[src/design/fwsp_pkg.sv]
// Shared types and constants for the fixed-width symbol packer.
`default_nettype none
package fwsp_pkg;

  localparam int SYM_W           = 8;
  localparam int CODE_W          = 8;
  localparam int BYTE_W          = 8;
  localparam int CW_W            = 4;
  localparam int PAD_W           = 3;
  localparam int CFG_IDX_W       = 1;
  localparam int CFG_DATA_W      = 4;
  localparam int TABLE_DEPTH_DEF = 256;
  localparam int QUEUE_DEPTH     = 4;

  localparam logic [CW_W-1:0]  CW_RESET  = CW_W'(8);
  localparam logic [PAD_W-1:0] PAD_RESET = '0;

  typedef enum logic {
    OP_LOAD   = 1'b0,
    OP_ENCODE = 1'b1
  } op_e;

  typedef enum logic [CFG_IDX_W-1:0] {
    CFG_CODE_WIDTH = 1'b0,
    CFG_PAD_BITS   = 1'b1
  } cfg_idx_e;

  // Encode item after table lookup.
  typedef struct packed {
    logic              vld;
    logic              last;
    logic              hit;
    logic [CODE_W-1:0] code;
  } lkp_t;

  // One or two packed bytes caused by a single encode item.
  typedef struct packed {
    logic              two;
    logic [BYTE_W-1:0] b0;
    logic              fin0;
    logic [BYTE_W-1:0] b1;
    logic              miss;
  } grp_t;

endpackage
`default_nettype wire

[src/design/fwsp_ram.sv]
// Generic single-port RAM with registered read.
`default_nettype none
module fwsp_ram #(
  parameter int WIDTH = 8,
  parameter int DEPTH = 256
) (
  input  wire logic                     clk_i,
  input  wire logic                     we_i,
  input  wire logic [$clog2(DEPTH)-1:0] addr_i,
  input  wire logic [WIDTH-1:0]         wdata_i,
  output logic      [WIDTH-1:0]         rdata_o
);

  logic [WIDTH-1:0] mem_q [DEPTH];

  always_ff @(posedge clk_i) begin
    if (we_i) begin
      mem_q[addr_i] <= wdata_i;
    end
    rdata_o <= mem_q[addr_i];
  end

endmodule
`default_nettype wire

[src/design/fwsp_table.sv]
// Symbol-to-code table: valid bits, code RAM and lookup stage register.
`default_nettype none
module fwsp_table #(
  parameter int TABLE_DEPTH = fwsp_pkg::TABLE_DEPTH_DEF
) (
  input  wire logic                        clk_i,
  input  wire logic                        rst_ni,
  input  wire logic                        acc_i,
  input  wire logic                        op_i,
  input  wire logic [fwsp_pkg::SYM_W-1:0]  sym_i,
  input  wire logic [fwsp_pkg::CODE_W-1:0] code_i,
  input  wire logic                        last_i,
  output fwsp_pkg::lkp_t                   lkp_o
);
  import fwsp_pkg::*;

  localparam int AW = (TABLE_DEPTH > 1) ? $clog2(TABLE_DEPTH) : 1;

  logic [TABLE_DEPTH-1:0] vld_q;
  logic [AW-1:0]          idx;
  logic                   in_range;
  logic                   wr;
  logic                   s1_vld_q;
  logic                   s1_last_q;
  logic                   s1_hit_q;
  logic [CODE_W-1:0]      rdata;

  assign idx      = sym_i[AW-1:0];
  assign in_range = {1'b0, sym_i} < (SYM_W+1)'(TABLE_DEPTH);
  assign wr       = acc_i && (op_e'(op_i) == OP_LOAD) && in_range;

  fwsp_ram #(
    .WIDTH (CODE_W),
    .DEPTH (TABLE_DEPTH)
  ) u_ram (
    .clk_i   (clk_i),
    .we_i    (wr),
    .addr_i  (idx),
    .wdata_i (code_i),
    .rdata_o (rdata)
  );

  always_ff @(posedge clk_i or negedge rst_ni) begin
    if (!rst_ni) begin
      vld_q    <= '0;
      s1_vld_q <= 1'b0;
    end else begin
      if (wr) begin
        vld_q[idx] <= 1'b1;
      end
      s1_vld_q <= acc_i && (op_e'(op_i) == OP_ENCODE);
    end
  end

  always_ff @(posedge clk_i) begin
    s1_last_q <= last_i;
    s1_hit_q  <= in_range && vld_q[idx];
  end

  assign lkp_o.vld  = s1_vld_q;
  assign lkp_o.last = s1_last_q;
  assign lkp_o.hit  = s1_hit_q;
  assign lkp_o.code = rdata;

endmodule
`default_nettype wire

[src/design/fwsp_packer.sv]
// Bit accumulator: appends one code per item and forms output bytes.
`default_nettype none
module fwsp_packer (
  input  wire logic                       clk_i,
  input  wire logic                       rst_ni,
  input  wire logic [fwsp_pkg::CW_W-1:0]  code_width_i,
  input  wire logic [fwsp_pkg::PAD_W-1:0] pad_bits_i,
  input  wire fwsp_pkg::lkp_t             lkp_i,
  output logic                            push_o,
  output fwsp_pkg::grp_t                  grp_o
);
  import fwsp_pkg::*;

  logic [BYTE_W-1:0] acc_q, acc_d;
  logic [2:0]        pend_q, pend_d;
  logic              started_q, started_d;
  logic              miss_q, miss_d;

  logic [CW_W-1:0]     w;
  logic [BYTE_W-1:0]   cmask;
  logic [BYTE_W-1:0]   code_m;
  logic [BYTE_W-1:0]   acc_in;
  logic [2:0]          n_in;
  logic [2*BYTE_W-1:0] acc16;
  logic [3:0]          n;
  logic                full;
  logic [2:0]          nrem;
  logic [BYTE_W-1:0]   byte0;
  logic [BYTE_W-1:0]   acc_rem;
  logic [BYTE_W-1:0]   flush_b;
  logic                flush;

  always_comb begin
    if (code_width_i == '0) begin
      w = CW_W'(1);
    end else if (code_width_i > CW_W'(8)) begin
      w = CW_W'(8);
    end else begin
      w = code_width_i;
    end
    cmask   = 8'hFF >> (4'd8 - w);
    code_m  = lkp_i.hit ? (lkp_i.code & cmask) : '0;
    acc_in  = started_q ? acc_q : '0;
    n_in    = started_q ? pend_q : pad_bits_i;
    acc16   = ({8'h00, acc_in} << w) | {8'h00, code_m};
    n       = {1'b0, n_in} + w;
    full    = n[3];
    nrem    = n[2:0];
    byte0   = 8'(acc16 >> nrem);
    acc_rem = acc16[7:0] & ~(8'hFF << nrem);
    flush_b = 8'({8'h00, acc_rem} << (4'd8 - {1'b0, nrem}));
    flush   = lkp_i.last && (nrem != 3'd0);

    miss_d    = miss_q || (lkp_i.vld && !lkp_i.hit);
    acc_d     = acc_q;
    pend_d    = pend_q;
    started_d = started_q;
    if (lkp_i.vld) begin
      if (lkp_i.last) begin
        acc_d     = '0;
        pend_d    = '0;
        started_d = 1'b0;
      end else begin
        acc_d     = acc_rem;
        pend_d    = nrem;
        started_d = 1'b1;
      end
    end

    push_o     = lkp_i.vld && (full || flush);
    grp_o.two  = full && flush;
    grp_o.b0   = full ? byte0 : flush_b;
    grp_o.fin0 = full ? (lkp_i.last && (nrem == 3'd0)) : 1'b1;
    grp_o.b1   = flush_b;
    grp_o.miss = miss_d;
  end

  always_ff @(posedge clk_i or negedge rst_ni) begin
    if (!rst_ni) begin
      acc_q     <= '0;
      pend_q    <= '0;
      started_q <= 1'b0;
      miss_q    <= 1'b0;
    end else begin
      acc_q     <= acc_d;
      pend_q    <= pend_d;
      started_q <= started_d;
      miss_q    <= miss_d;
    end
  end

endmodule
`default_nettype wire

[src/design/fwsp_queue.sv]
// Output queue of byte groups, drained one byte per handshake.
`default_nettype none
module fwsp_queue (
  input  wire logic                        clk_i,
  input  wire logic                        rst_ni,
  input  wire logic                        push_i,
  input  wire fwsp_pkg::grp_t              grp_i,
  input  wire logic                        inflight_i,
  output logic                             room_o,
  output logic                             m_tvalid_o,
  input  wire logic                        m_tready_i,
  output logic [fwsp_pkg::BYTE_W-1:0]      m_tdata_o,
  output logic                             m_tlast_o,
  output logic                             m_tuser_o
);
  import fwsp_pkg::*;

  localparam int PW = $clog2(QUEUE_DEPTH);
  localparam int CW = $clog2(QUEUE_DEPTH + 1);

  grp_t          ent_q [QUEUE_DEPTH];
  logic [PW-1:0] wr_q, rd_q;
  logic [CW-1:0] cnt_q, cnt_d;
  logic          half_q;
  grp_t          head;
  logic          hs;
  logic          pop;

  assign head       = ent_q[rd_q];
  assign m_tvalid_o = cnt_q != '0;
  assign m_tdata_o  = half_q ? head.b1 : head.b0;
  assign m_tlast_o  = half_q ? 1'b1 : head.fin0;
  assign m_tuser_o  = head.miss;
  assign hs         = m_tvalid_o && m_tready_i;
  assign pop        = hs && (!head.two || half_q);
  assign room_o     = ((CW+1)'(cnt_q) + (CW+1)'(inflight_i)) < (CW+1)'(QUEUE_DEPTH);

  always_comb begin
    cnt_d = cnt_q;
    if (push_i && !pop) begin
      cnt_d = cnt_q + CW'(1);
    end else if (!push_i && pop) begin
      cnt_d = cnt_q - CW'(1);
    end
  end

  always_ff @(posedge clk_i or negedge rst_ni) begin
    if (!rst_ni) begin
      wr_q   <= '0;
      rd_q   <= '0;
      cnt_q  <= '0;
      half_q <= 1'b0;
    end else begin
      if (push_i) begin
        wr_q <= wr_q + PW'(1);
      end
      if (pop) begin
        rd_q <= rd_q + PW'(1);
      end
      if (hs) begin
        half_q <= !pop;
      end
      cnt_q <= cnt_d;
    end
  end

  always_ff @(posedge clk_i) begin
    if (push_i) begin
      ent_q[wr_q] <= grp_i;
    end
  end

endmodule
`default_nettype wire

[src/design/fixed_width_symbol_packer.sv]
// Top level of the fixed-width symbol packer.
//
//  Channel   Dir  Signals                         Contents
//  s_axis    in   tvalid tready tdata tuser tlast op, symbol, code, last
//  m_axis    out  tvalid tready tdata tuser tlast out_byte, unknown_seen, last_byte
//  cfg       in   cfg_we_i cfg_idx_i cfg_data_i   code_width (0), pad_bits (1)
//
// One input item per cycle while the queue has room; an item reaches the output queue
// in the cycle after acceptance (table RAM read, then accumulator update). An item
// yields zero, one or two bytes; the output side drains at most one byte per cycle,
// so items that yield two bytes hold the input back through the four-group queue.
// Reset marks every table entry invalid at once and starts a new stream.
`default_nettype none
module fixed_width_symbol_packer #(
  parameter int TABLE_DEPTH = fwsp_pkg::TABLE_DEPTH_DEF
) (
  input  wire logic                            clk_i,
  input  wire logic                            rst_ni,
  input  wire logic                            s_axis_tvalid,
  output logic                                 s_axis_tready,
  input  wire logic [15:0]                     s_axis_tdata,  // symbol[7:0], code[15:8]
  input  wire logic                            s_axis_tuser,  // op
  input  wire logic                            s_axis_tlast,
  output logic                                 m_axis_tvalid,
  input  wire logic                            m_axis_tready,
  output logic [fwsp_pkg::BYTE_W-1:0]          m_axis_tdata,  // out_byte[7:0]
  output logic                                 m_axis_tuser,  // unknown_seen
  output logic                                 m_axis_tlast,
  input  wire logic                            cfg_we_i,
  input  wire logic [fwsp_pkg::CFG_IDX_W-1:0]  cfg_idx_i,
  input  wire logic [fwsp_pkg::CFG_DATA_W-1:0] cfg_data_i
);
  import fwsp_pkg::*;

  logic [CW_W-1:0]  code_width_q;
  logic [PAD_W-1:0] pad_bits_q;
  logic             acc;
  lkp_t             lkp;
  grp_t             grp;
  logic             push;
  logic             room;

  assign acc           = s_axis_tvalid && s_axis_tready;
  assign s_axis_tready = room;

  always_ff @(posedge clk_i or negedge rst_ni) begin
    if (!rst_ni) begin
      code_width_q <= CW_RESET;
      pad_bits_q   <= PAD_RESET;
    end else if (cfg_we_i) begin
      case (cfg_idx_e'(cfg_idx_i))
        CFG_CODE_WIDTH: code_width_q <= cfg_data_i[CW_W-1:0];
        CFG_PAD_BITS:   pad_bits_q   <= cfg_data_i[PAD_W-1:0];
        default: ;
      endcase
    end
  end

  fwsp_table #(
    .TABLE_DEPTH (TABLE_DEPTH)
  ) u_table (
    .clk_i  (clk_i),
    .rst_ni (rst_ni),
    .acc_i  (acc),
    .op_i   (s_axis_tuser),
    .sym_i  (s_axis_tdata[SYM_W-1:0]),
    .code_i (s_axis_tdata[SYM_W+CODE_W-1:SYM_W]),
    .last_i (s_axis_tlast),
    .lkp_o  (lkp)
  );

  fwsp_packer u_packer (
    .clk_i        (clk_i),
    .rst_ni       (rst_ni),
    .code_width_i (code_width_q),
    .pad_bits_i   (pad_bits_q),
    .lkp_i        (lkp),
    .push_o       (push),
    .grp_o        (grp)
  );

  fwsp_queue u_queue (
    .clk_i      (clk_i),
    .rst_ni     (rst_ni),
    .push_i     (push),
    .grp_i      (grp),
    .inflight_i (lkp.vld),
    .room_o     (room),
    .m_tvalid_o (m_axis_tvalid),
    .m_tready_i (m_axis_tready),
    .m_tdata_o  (m_axis_tdata),
    .m_tlast_o  (m_axis_tlast),
    .m_tuser_o  (m_axis_tuser)
  );

`ifndef SYNTH
  a_encode_looks_up: assert property (@(posedge clk_i) disable iff (!rst_ni)
    acc && (op_e'(s_axis_tuser) == OP_ENCODE) |=> lkp.vld)
    else $error("encode item did not reach lookup stage");

  a_load_silent: assert property (@(posedge clk_i) disable iff (!rst_ni)
    acc && (op_e'(s_axis_tuser) == OP_LOAD) |=> !lkp.vld)
    else $error("table load produced a lookup");

  a_pair_order: assert property (@(posedge clk_i) disable iff (!rst_ni)
    push && grp.two |-> !grp.fin0 && lkp.last)
    else $error("two-byte group with misplaced final byte");

  a_push_needs_item: assert property (@(posedge clk_i) disable iff (!rst_ni)
    push |-> $past(acc))
    else $error("output group without an accepted item");
`endif

endmodule
`default_nettype wire
[config.mk]
export PLATFORM = sky130hd
export DESIGN_NAME = fixed_width_symbol_packer
export DESIGN_NICKNAME = d
export VERILOG_FILES = /design/src/design/fwsp_pkg.sv /design/src/design/fwsp_ram.sv /design/src/design/fwsp_table.sv /design/src/design/fwsp_packer.sv /design/src/design/fwsp_queue.sv /design/src/design/fixed_width_symbol_packer.sv
export SDC_FILE = /design/constraint.sdc
export NUM_CORES = 2
export LEC_CHECK = 0
export ABC_CLOCK_PERIOD_IN_PS = 3900
export BUFFER_PORTS_ARGS = -buffer_cell sky130_fd_sc_hd__buf_2
export CORE_MARGIN = 1.5
export CORE_UTILIZATION = 30
export DETAILED_ROUTE_END_ITERATION = 10
export SYNTH_ARGS = -nofsm -noshare
export SYNTH_HDL_FRONTEND = slang
export SYNTH_SLANG_ARGS = --single-unit
[constraint.sdc]
create_clock -name clk_i -period 3.9 [get_ports clk_i]
set_clock_uncertainty 0.05 [all_clocks]
set_input_delay 0.39 -clock clk_i [delete_from_list [all_inputs] [get_ports clk_i]]
set_output_delay 0.39 -clock clk_i [all_outputs]
set_load 0.01 [all_outputs]
## Word-level counts from Yosys, hierarchy flattened

Memories as Yosys holds them, arrays and structs flattened. A register that Yosys moved wholly into a read port is not among the register bits.
Cells that the tools add are included.
Widths: inputs -> output; s select.

- Bits in writable memories: 2124
- Memories kept: 2
- Input port bits: 28
- Bits in registers: 287
- Output and inout bits: 12
- Logic and storage cells: 89

Memories:

| memory | depth | width | rd ports | clocked after Yosys merged registers in | write ports | RTL line | source |
|---|---|---|---|---|---|---|---|
| u_table.u_ram.mem_q | 256 | 8 | 1 | 1 | 1 | fwsp_ram.sv:14 | `logic [WIDTH-1:0] mem_q [DEPTH];` |
| u_queue.ent_q | 4 | 19 | 1 | 0 | 1 | fwsp_queue.sv:21 | `grp_t ent_q [QUEUE_DEPTH];` |

- Muxes and demuxes: 22
- Bitwise logic cells: 7
- Shift-type cells: 5
- Reduce and logical (&&, ||, !) cells: 27
- $add $sub $neg: 8
- $lt $le $gt $ge: 4

Operator list:

| operator | count |
|---|---|
| $or 256x256->256 | 1 |
| $mux 8 | 5 |
| $and 8x8->8 | 2 |
| $or 16x8->16 | 1 |
| $shl 8x4->16 | 1 |
| $shr 16x3->8 | 1 |
| $logic_and 1x1->1 | 13 |
| $mux 3 | 4 |
| $lt 8x9->1 const B | 1 |
| $mux 1 | 9 |
| $bmux 1 s8 | 1 |
| $demux 1 s8 | 1 |
| $ge 8x1->1 const B | 1 |
| $mux 4 | 2 |
| $not 8->8 | 1 |
| $shl 8x3->8 const A | 1 |
| $shl 8x4->8 | 1 |
| $shr 8x4->8 const A | 1 |
| $reduce_bool 3->1 | 2 |
| $add 2x1->2 const B | 2 |
| $add 3x1->4 | 1 |
| $add 3x4->4 | 1 |
| $gt 4x4->1 const B | 1 |
| $logic_not 1->1 | 4 |
| 11 further kinds | 15 |

## Depth between registers and ports, before layout

- Depth in word-level cells: 12
- Gate-level depth with buffers: 17

## Cells and area by module

Synthesis repeated with hierarchy kept, for this count alone.

- Cell total of the unflattened synthesis: 4813
- Area total of the unflattened synthesis: 95280.1 µm²

By module, submodules not included:

| module | times used | cells an instance | sequential area each (µm²) | area each (µm²) |
|---|---|---|---|---|
| fwsp_ram | 1 | 3547 | 61659.1 | 78492.8 |
| fwsp_table | 1 | 785 | 6471.2 | 10990.5 |
| fwsp_queue | 1 | 169 | 2482.4 | 3318.2 |
| fwsp_packer | 1 | 295 | 300.3 | 2197.1 |
| fixed_width_symbol_packer | 1 | 17 | 176.4 | 281.5 |

## Worst setup path after synthesis

No wires, ideal clock.

- Path kind: reg2reg
- From: register code_width_q[2]
- To: memory u_queue.ent_q[0][16] (netlist bit) (data pin)
- Path buffers: 4
- Slack: -335 ps
- Required time: 3594 ps
- Stages on the path, launching flop included: 17
- Arrival time: 3929 ps
- Clock period less this slack: 4235 ps
- Path through: dfrtp_1 > clkbuf_1 > o21ba_2 > nor2_1 > ha_1 > inv_1 > fa_1 > xor2_1 > inv_1 > clkbuf_1 > ha_1 > clkbuf_1 > clkbuf_1 > o22ai_1 > o221ai_1 > o31ai_1 > o41ai_1

RTL lines:

| what | RTL line | source |
|---|---|---|
| from (decl) | fixed_width_symbol_packer.sv:35 | `logic [CW_W-1:0] code_width_q;` |
| from (signal assigned) | fixed_width_symbol_packer.sv:52 | `CFG_CODE_WIDTH: code_width_q <= cfg_data_i[CW_W-1:0];` |
| to (decl) | fwsp_queue.sv:21 |  |

==> results.sh <==
export IMPL_dp_hpwl_mm=171
export IMPL_cp_slowest_cell="fa_1"
export IMPL_path_buf_inv=2
export IMPL_relSlewSlack=0.147
export IMPL_grtUsageMet2=0.258
export IMPL_path_class="flop to flop"
export IMPL_p_leak_nw=38.1
export IMPL_netlist_area_mm2=0.0950
export IMPL_syn_area_per_cell_um2=20.3
export IMPL_peakVddDrop_uv=415
export IMPL_fin_util=0.356
export IMPL_fillers=29000
export IMPL_finalSetupViolCount=0
export IMPL_crit_arrival_ns=4.29
export IMPL_area_growth_pct=18.0
export IMPL_clock_sinks=2418
export IMPL_drc=0
export IMPL_path_clk_slew_ns=0.06
export IMPL_crit_top_cell="ha_1"
export IMPL_async_flop_share=0.117
export IMPL_synth_edf_count=2124
export IMPL_crit_required_ns=4.46
export IMPL_numPortBuffers=39
export IMPL_ys_seq_elements=2418
export IMPL_critPathTopFamily="adder cells"
export IMPL_period_minus_slack_ns=3.73
export IMPL_final_cells=9627
export IMPL_grt_busiest_layer="met2"
export IMPL_cp_end_kind="flop"
export IMPL_synthTopCellsByArea="edfxtp_1, mux4_2, dfrtp_1"
export IMPL_cts_resized=0
export IMPL_insertion_delay_ns=0.92
export IMPL_yosysSeqAreaShare=0.748
export IMPL_fp_dieH_um=566
export IMPL_yosysTopAreaCell="edfxtp_1"
export IMPL_grt_overflow=0
export IMPL_first_iter_violations=6062
export IMPL_cts_root_buf="clkbuf_16"
export IMPL_wl_per_cell_um=27.5
export IMPL_maxCapViolCount=0
export IMPL_syn_inst=4681
export IMPL_fin_hold_ws_ns=0.0456
export IMPL_grtUsageTotal=0.162
export IMPL_power_total_mw=57.9
export IMPL_yosys_warnings=0
export IMPL_cts_buffers=243
export IMPL_cts_max_level=4
export IMPL_io_pins=40
export IMPL_via_per_inst=5.16
export IMPL_antenna_found_initial=12
export IMPL_routed_wl_mm=265
export IMPL_first_pass_iters=5
export IMPL_die_w_um=566
export IMPL_tritoncts="done"
export IMPL_met1_usage=0.222
export IMPL_outcome="finished, final reports clean"
export IMPL_regToRegSetupSlack_ns=0.17
export IMPL_fin_nets=5300
export IMPL_min_path_type="input pin to flop"
export IMPL_synth_nets=4726
export IMPL_power_density_mw_per_mm2=516
export IMPL_tightest_slew_ns=1.28
export IMPL_regArea_mm2=0.0711
export IMPL_die_area_mm2=0.320
export IMPL_grt_max_degree=127
export IMPL_hold_viol=0
export IMPL_drive_gt1_frac=0.343
export IMPL_start_util=0.302
export IMPL_synth_common_cells="edfxtp_1, mux4_2, nor2_1, dfrtp_1, or2_2"
export IMPL_grt_first_pass_wirelength_mm=378
export IMPL_finalCritPeriodShare=0.957
export IMPL_yosysMostFrequentCell="edfxtp_1"
export IMPL_met3_usage=0.0329
export IMPL_max_stage_delay_ns=0.58
export IMPL_dp_cells=9150
export IMPL_routabilityCongestion=0.900
export IMPL_rows=206
export IMPL_fmax_ghz=0.268
export IMPL_grt_pass1_vias=50500
export IMPL_clockBufferDepth=4
export IMPL_num_vias=49700
export IMPL_critPathLaunchType="flop"
export IMPL_synth_top_area_frac=0.671
export IMPL_core_area_mm2=0.315
export IMPL_path_max_fanout=5
export IMPL_drv_slew=0
export IMPL_yosys_cell_types_count=75
export IMPL_ant_nets=0
export IMPL_crit_chain="o21ba_2 > nor2_2 > ha_1 > inv_1 > fa_1 > ha_1 > inv_1 > ha_1 > and2_1 > a221oi_1 > a32oi_1 > a211o_1 > mux2_2"
export IMPL_rsz0062_at_grt="no"
export IMPL_synth_ff_type="edfxtp_1"
export IMPL_multi_input_area_mm2=0.0226
## metal layers
| layer | wire length [um] | share of wire | vias up |
|---|---|---|---|
| met5 | 13 | 0.000049 | - |
| li1 | - | - | 20300 |
| met4 | 8680 | 0.033 | 2 |
| met1 | 108000 | 0.41 | 26700 |
| met3 | 22100 | 0.084 | 418 |
| met2 | 125000 | 0.47 | 2254 |
## metrics by stage
stage	worst slack, ns	instance area [um2]	TNS [ns]
final	0.169	112000	0
after global routing	0.00301	112000	0
after CTS	0.183	112000	0
after detailed placement	-0.0738	104000	-0.0738
after global placement	-0.122	104000	-0.122
after floorplan	0.00514	95100	0
## cells by family (layout without fill, tap and decap cells)
kind of cell | after synthesis | in the layout | share of synthesized area
AOI/OAI and AO/OA | 342 | 342 | 0.0262
xor gates and xnor gates | 10 | 10 | 0.000922
adders and majority gates | 17 | 17 | 0.00240
buffers and inverters | 296 | 1077 | 0.0149
DFF | 2418 | 2418 | 0.748
muxes | 736 | 736 | 0.163
other | 0 | 5 | 0
and+or+nand+nor | 862 | 862 | 0.0448
## placed cells by master, fill, tap and decap left out, types with 12 or more instances in the layout
cell	Yosys	final
a21oi_1	51	51
dfrtp_1	283	283
nor2_1	297	295
ha_1	15	15
clkinv_2	0	41
o21ai_0	20	20
buf_2	55	26
buf_4	38	482
clkbuf_1	133	52
edfxtp_1	2124	2124
clkbuf_8	0	32
a22oi_1	77	77
and2_1	14	13
o211ai_1	12	12
mux2i_1	73	73
bufinv_16	0	20
a221oi_1	26	26
clkinv_1	1	48
mux2_2	17	17
a22o_1	22	22
o22ai_1	40	40
or2_2	261	261
nand3_1	37	33
dlygate4sd3_1	0	19
nand2_1	149	146
buf_12	0	55
mux4_2	646	646
inv_1	28	28
clkbuf_16	0	244
nor3_1	22	22
## power by group
part,internal (mW),switching [mW]
sequential,28.7,0.212
combinational,2.23,3.62
clock,13.3,9.84
total,44.2,13.7
## flip-flops by register name, indices dropped and copies added (netlist names)
name and flops:
u_queue.ent_q 76, u_table.u_ram.rdata_o 8, u_table.vld_q 256, u_table.s1_vld_q 1, u_queue.cnt_q 3, pad_bits_q 3
u_table.s1_hit_q 1, u_packer.pend_q 3, u_packer.started_q 1, code_width_q 4, u_queue.wr_q 2, u_packer.acc_q 7
u_queue.rd_q 2, u_packer.miss_q 1, u_table.s1_last_q 1, u_queue.half_q 1, u_table.u_ram.mem_q 2048
## layout make-up
type | instances | area share
Sequential cell | 2418 | 0.634
Multi-Input combinational cell | 1967 | 0.202
Clock buffer | 320 | 0.0591
Tap cell | 4160 | 0.0464
Timing Repair Buffer | 593 | 0.0463
Clock inverter | 132 | 0.0112
Inverter | 32 | 0.00114
Antenna cell | 5 | 0.000112
## timing repair
action,4_1_cts,5_1_grt
hold buffers,19,0
setup endpoints to repair,0,4
buffers inserted,0,1
endpoints found under the hold margin,350,0
## worst paths after layout
check	start	endpoint	depth (start not counted)
worst max-delay path	code_width_q[1]$_DFFE_PN0P_	u_queue.ent_q[0][17]$_DFFE_PP_	13
worst min-delay path	s_axis_tdata[13]	u_table.u_ram.mem_q[32][5]$_DFFE_PP_	1
worst max register to register	code_width_q[1]$_DFFE_PN0P_	u_queue.ent_q[0][17]$_DFFE_PP_	13
worst min register to register	u_table.vld_q[219]$_DFFE_PN0P_	u_table.vld_q[219]$_DFFE_PN0P_	1
max in group asynchronous	rst_ni	u_table.vld_q[200]$_DFFE_PN0P_	3
min in group asynchronous	rst_ni	u_packer.pend_q[2]$_DFFE_PN0P_	2
## worst register-to-register path, delay by kind of cell, from the launching register on
| family | cells | cell delay, ns |
|---|---|---|
| fa+ha+maj | 4 | 1.19 |
| compound gates | 4 | 1.13 |
| flops | 1 | 0.38 |
| mux | 1 | 0.32 |
| simple gates | 2 | 0.29 |
| buf+inv | 2 | 0.12 |
Power figures use the tool's default switching activity.
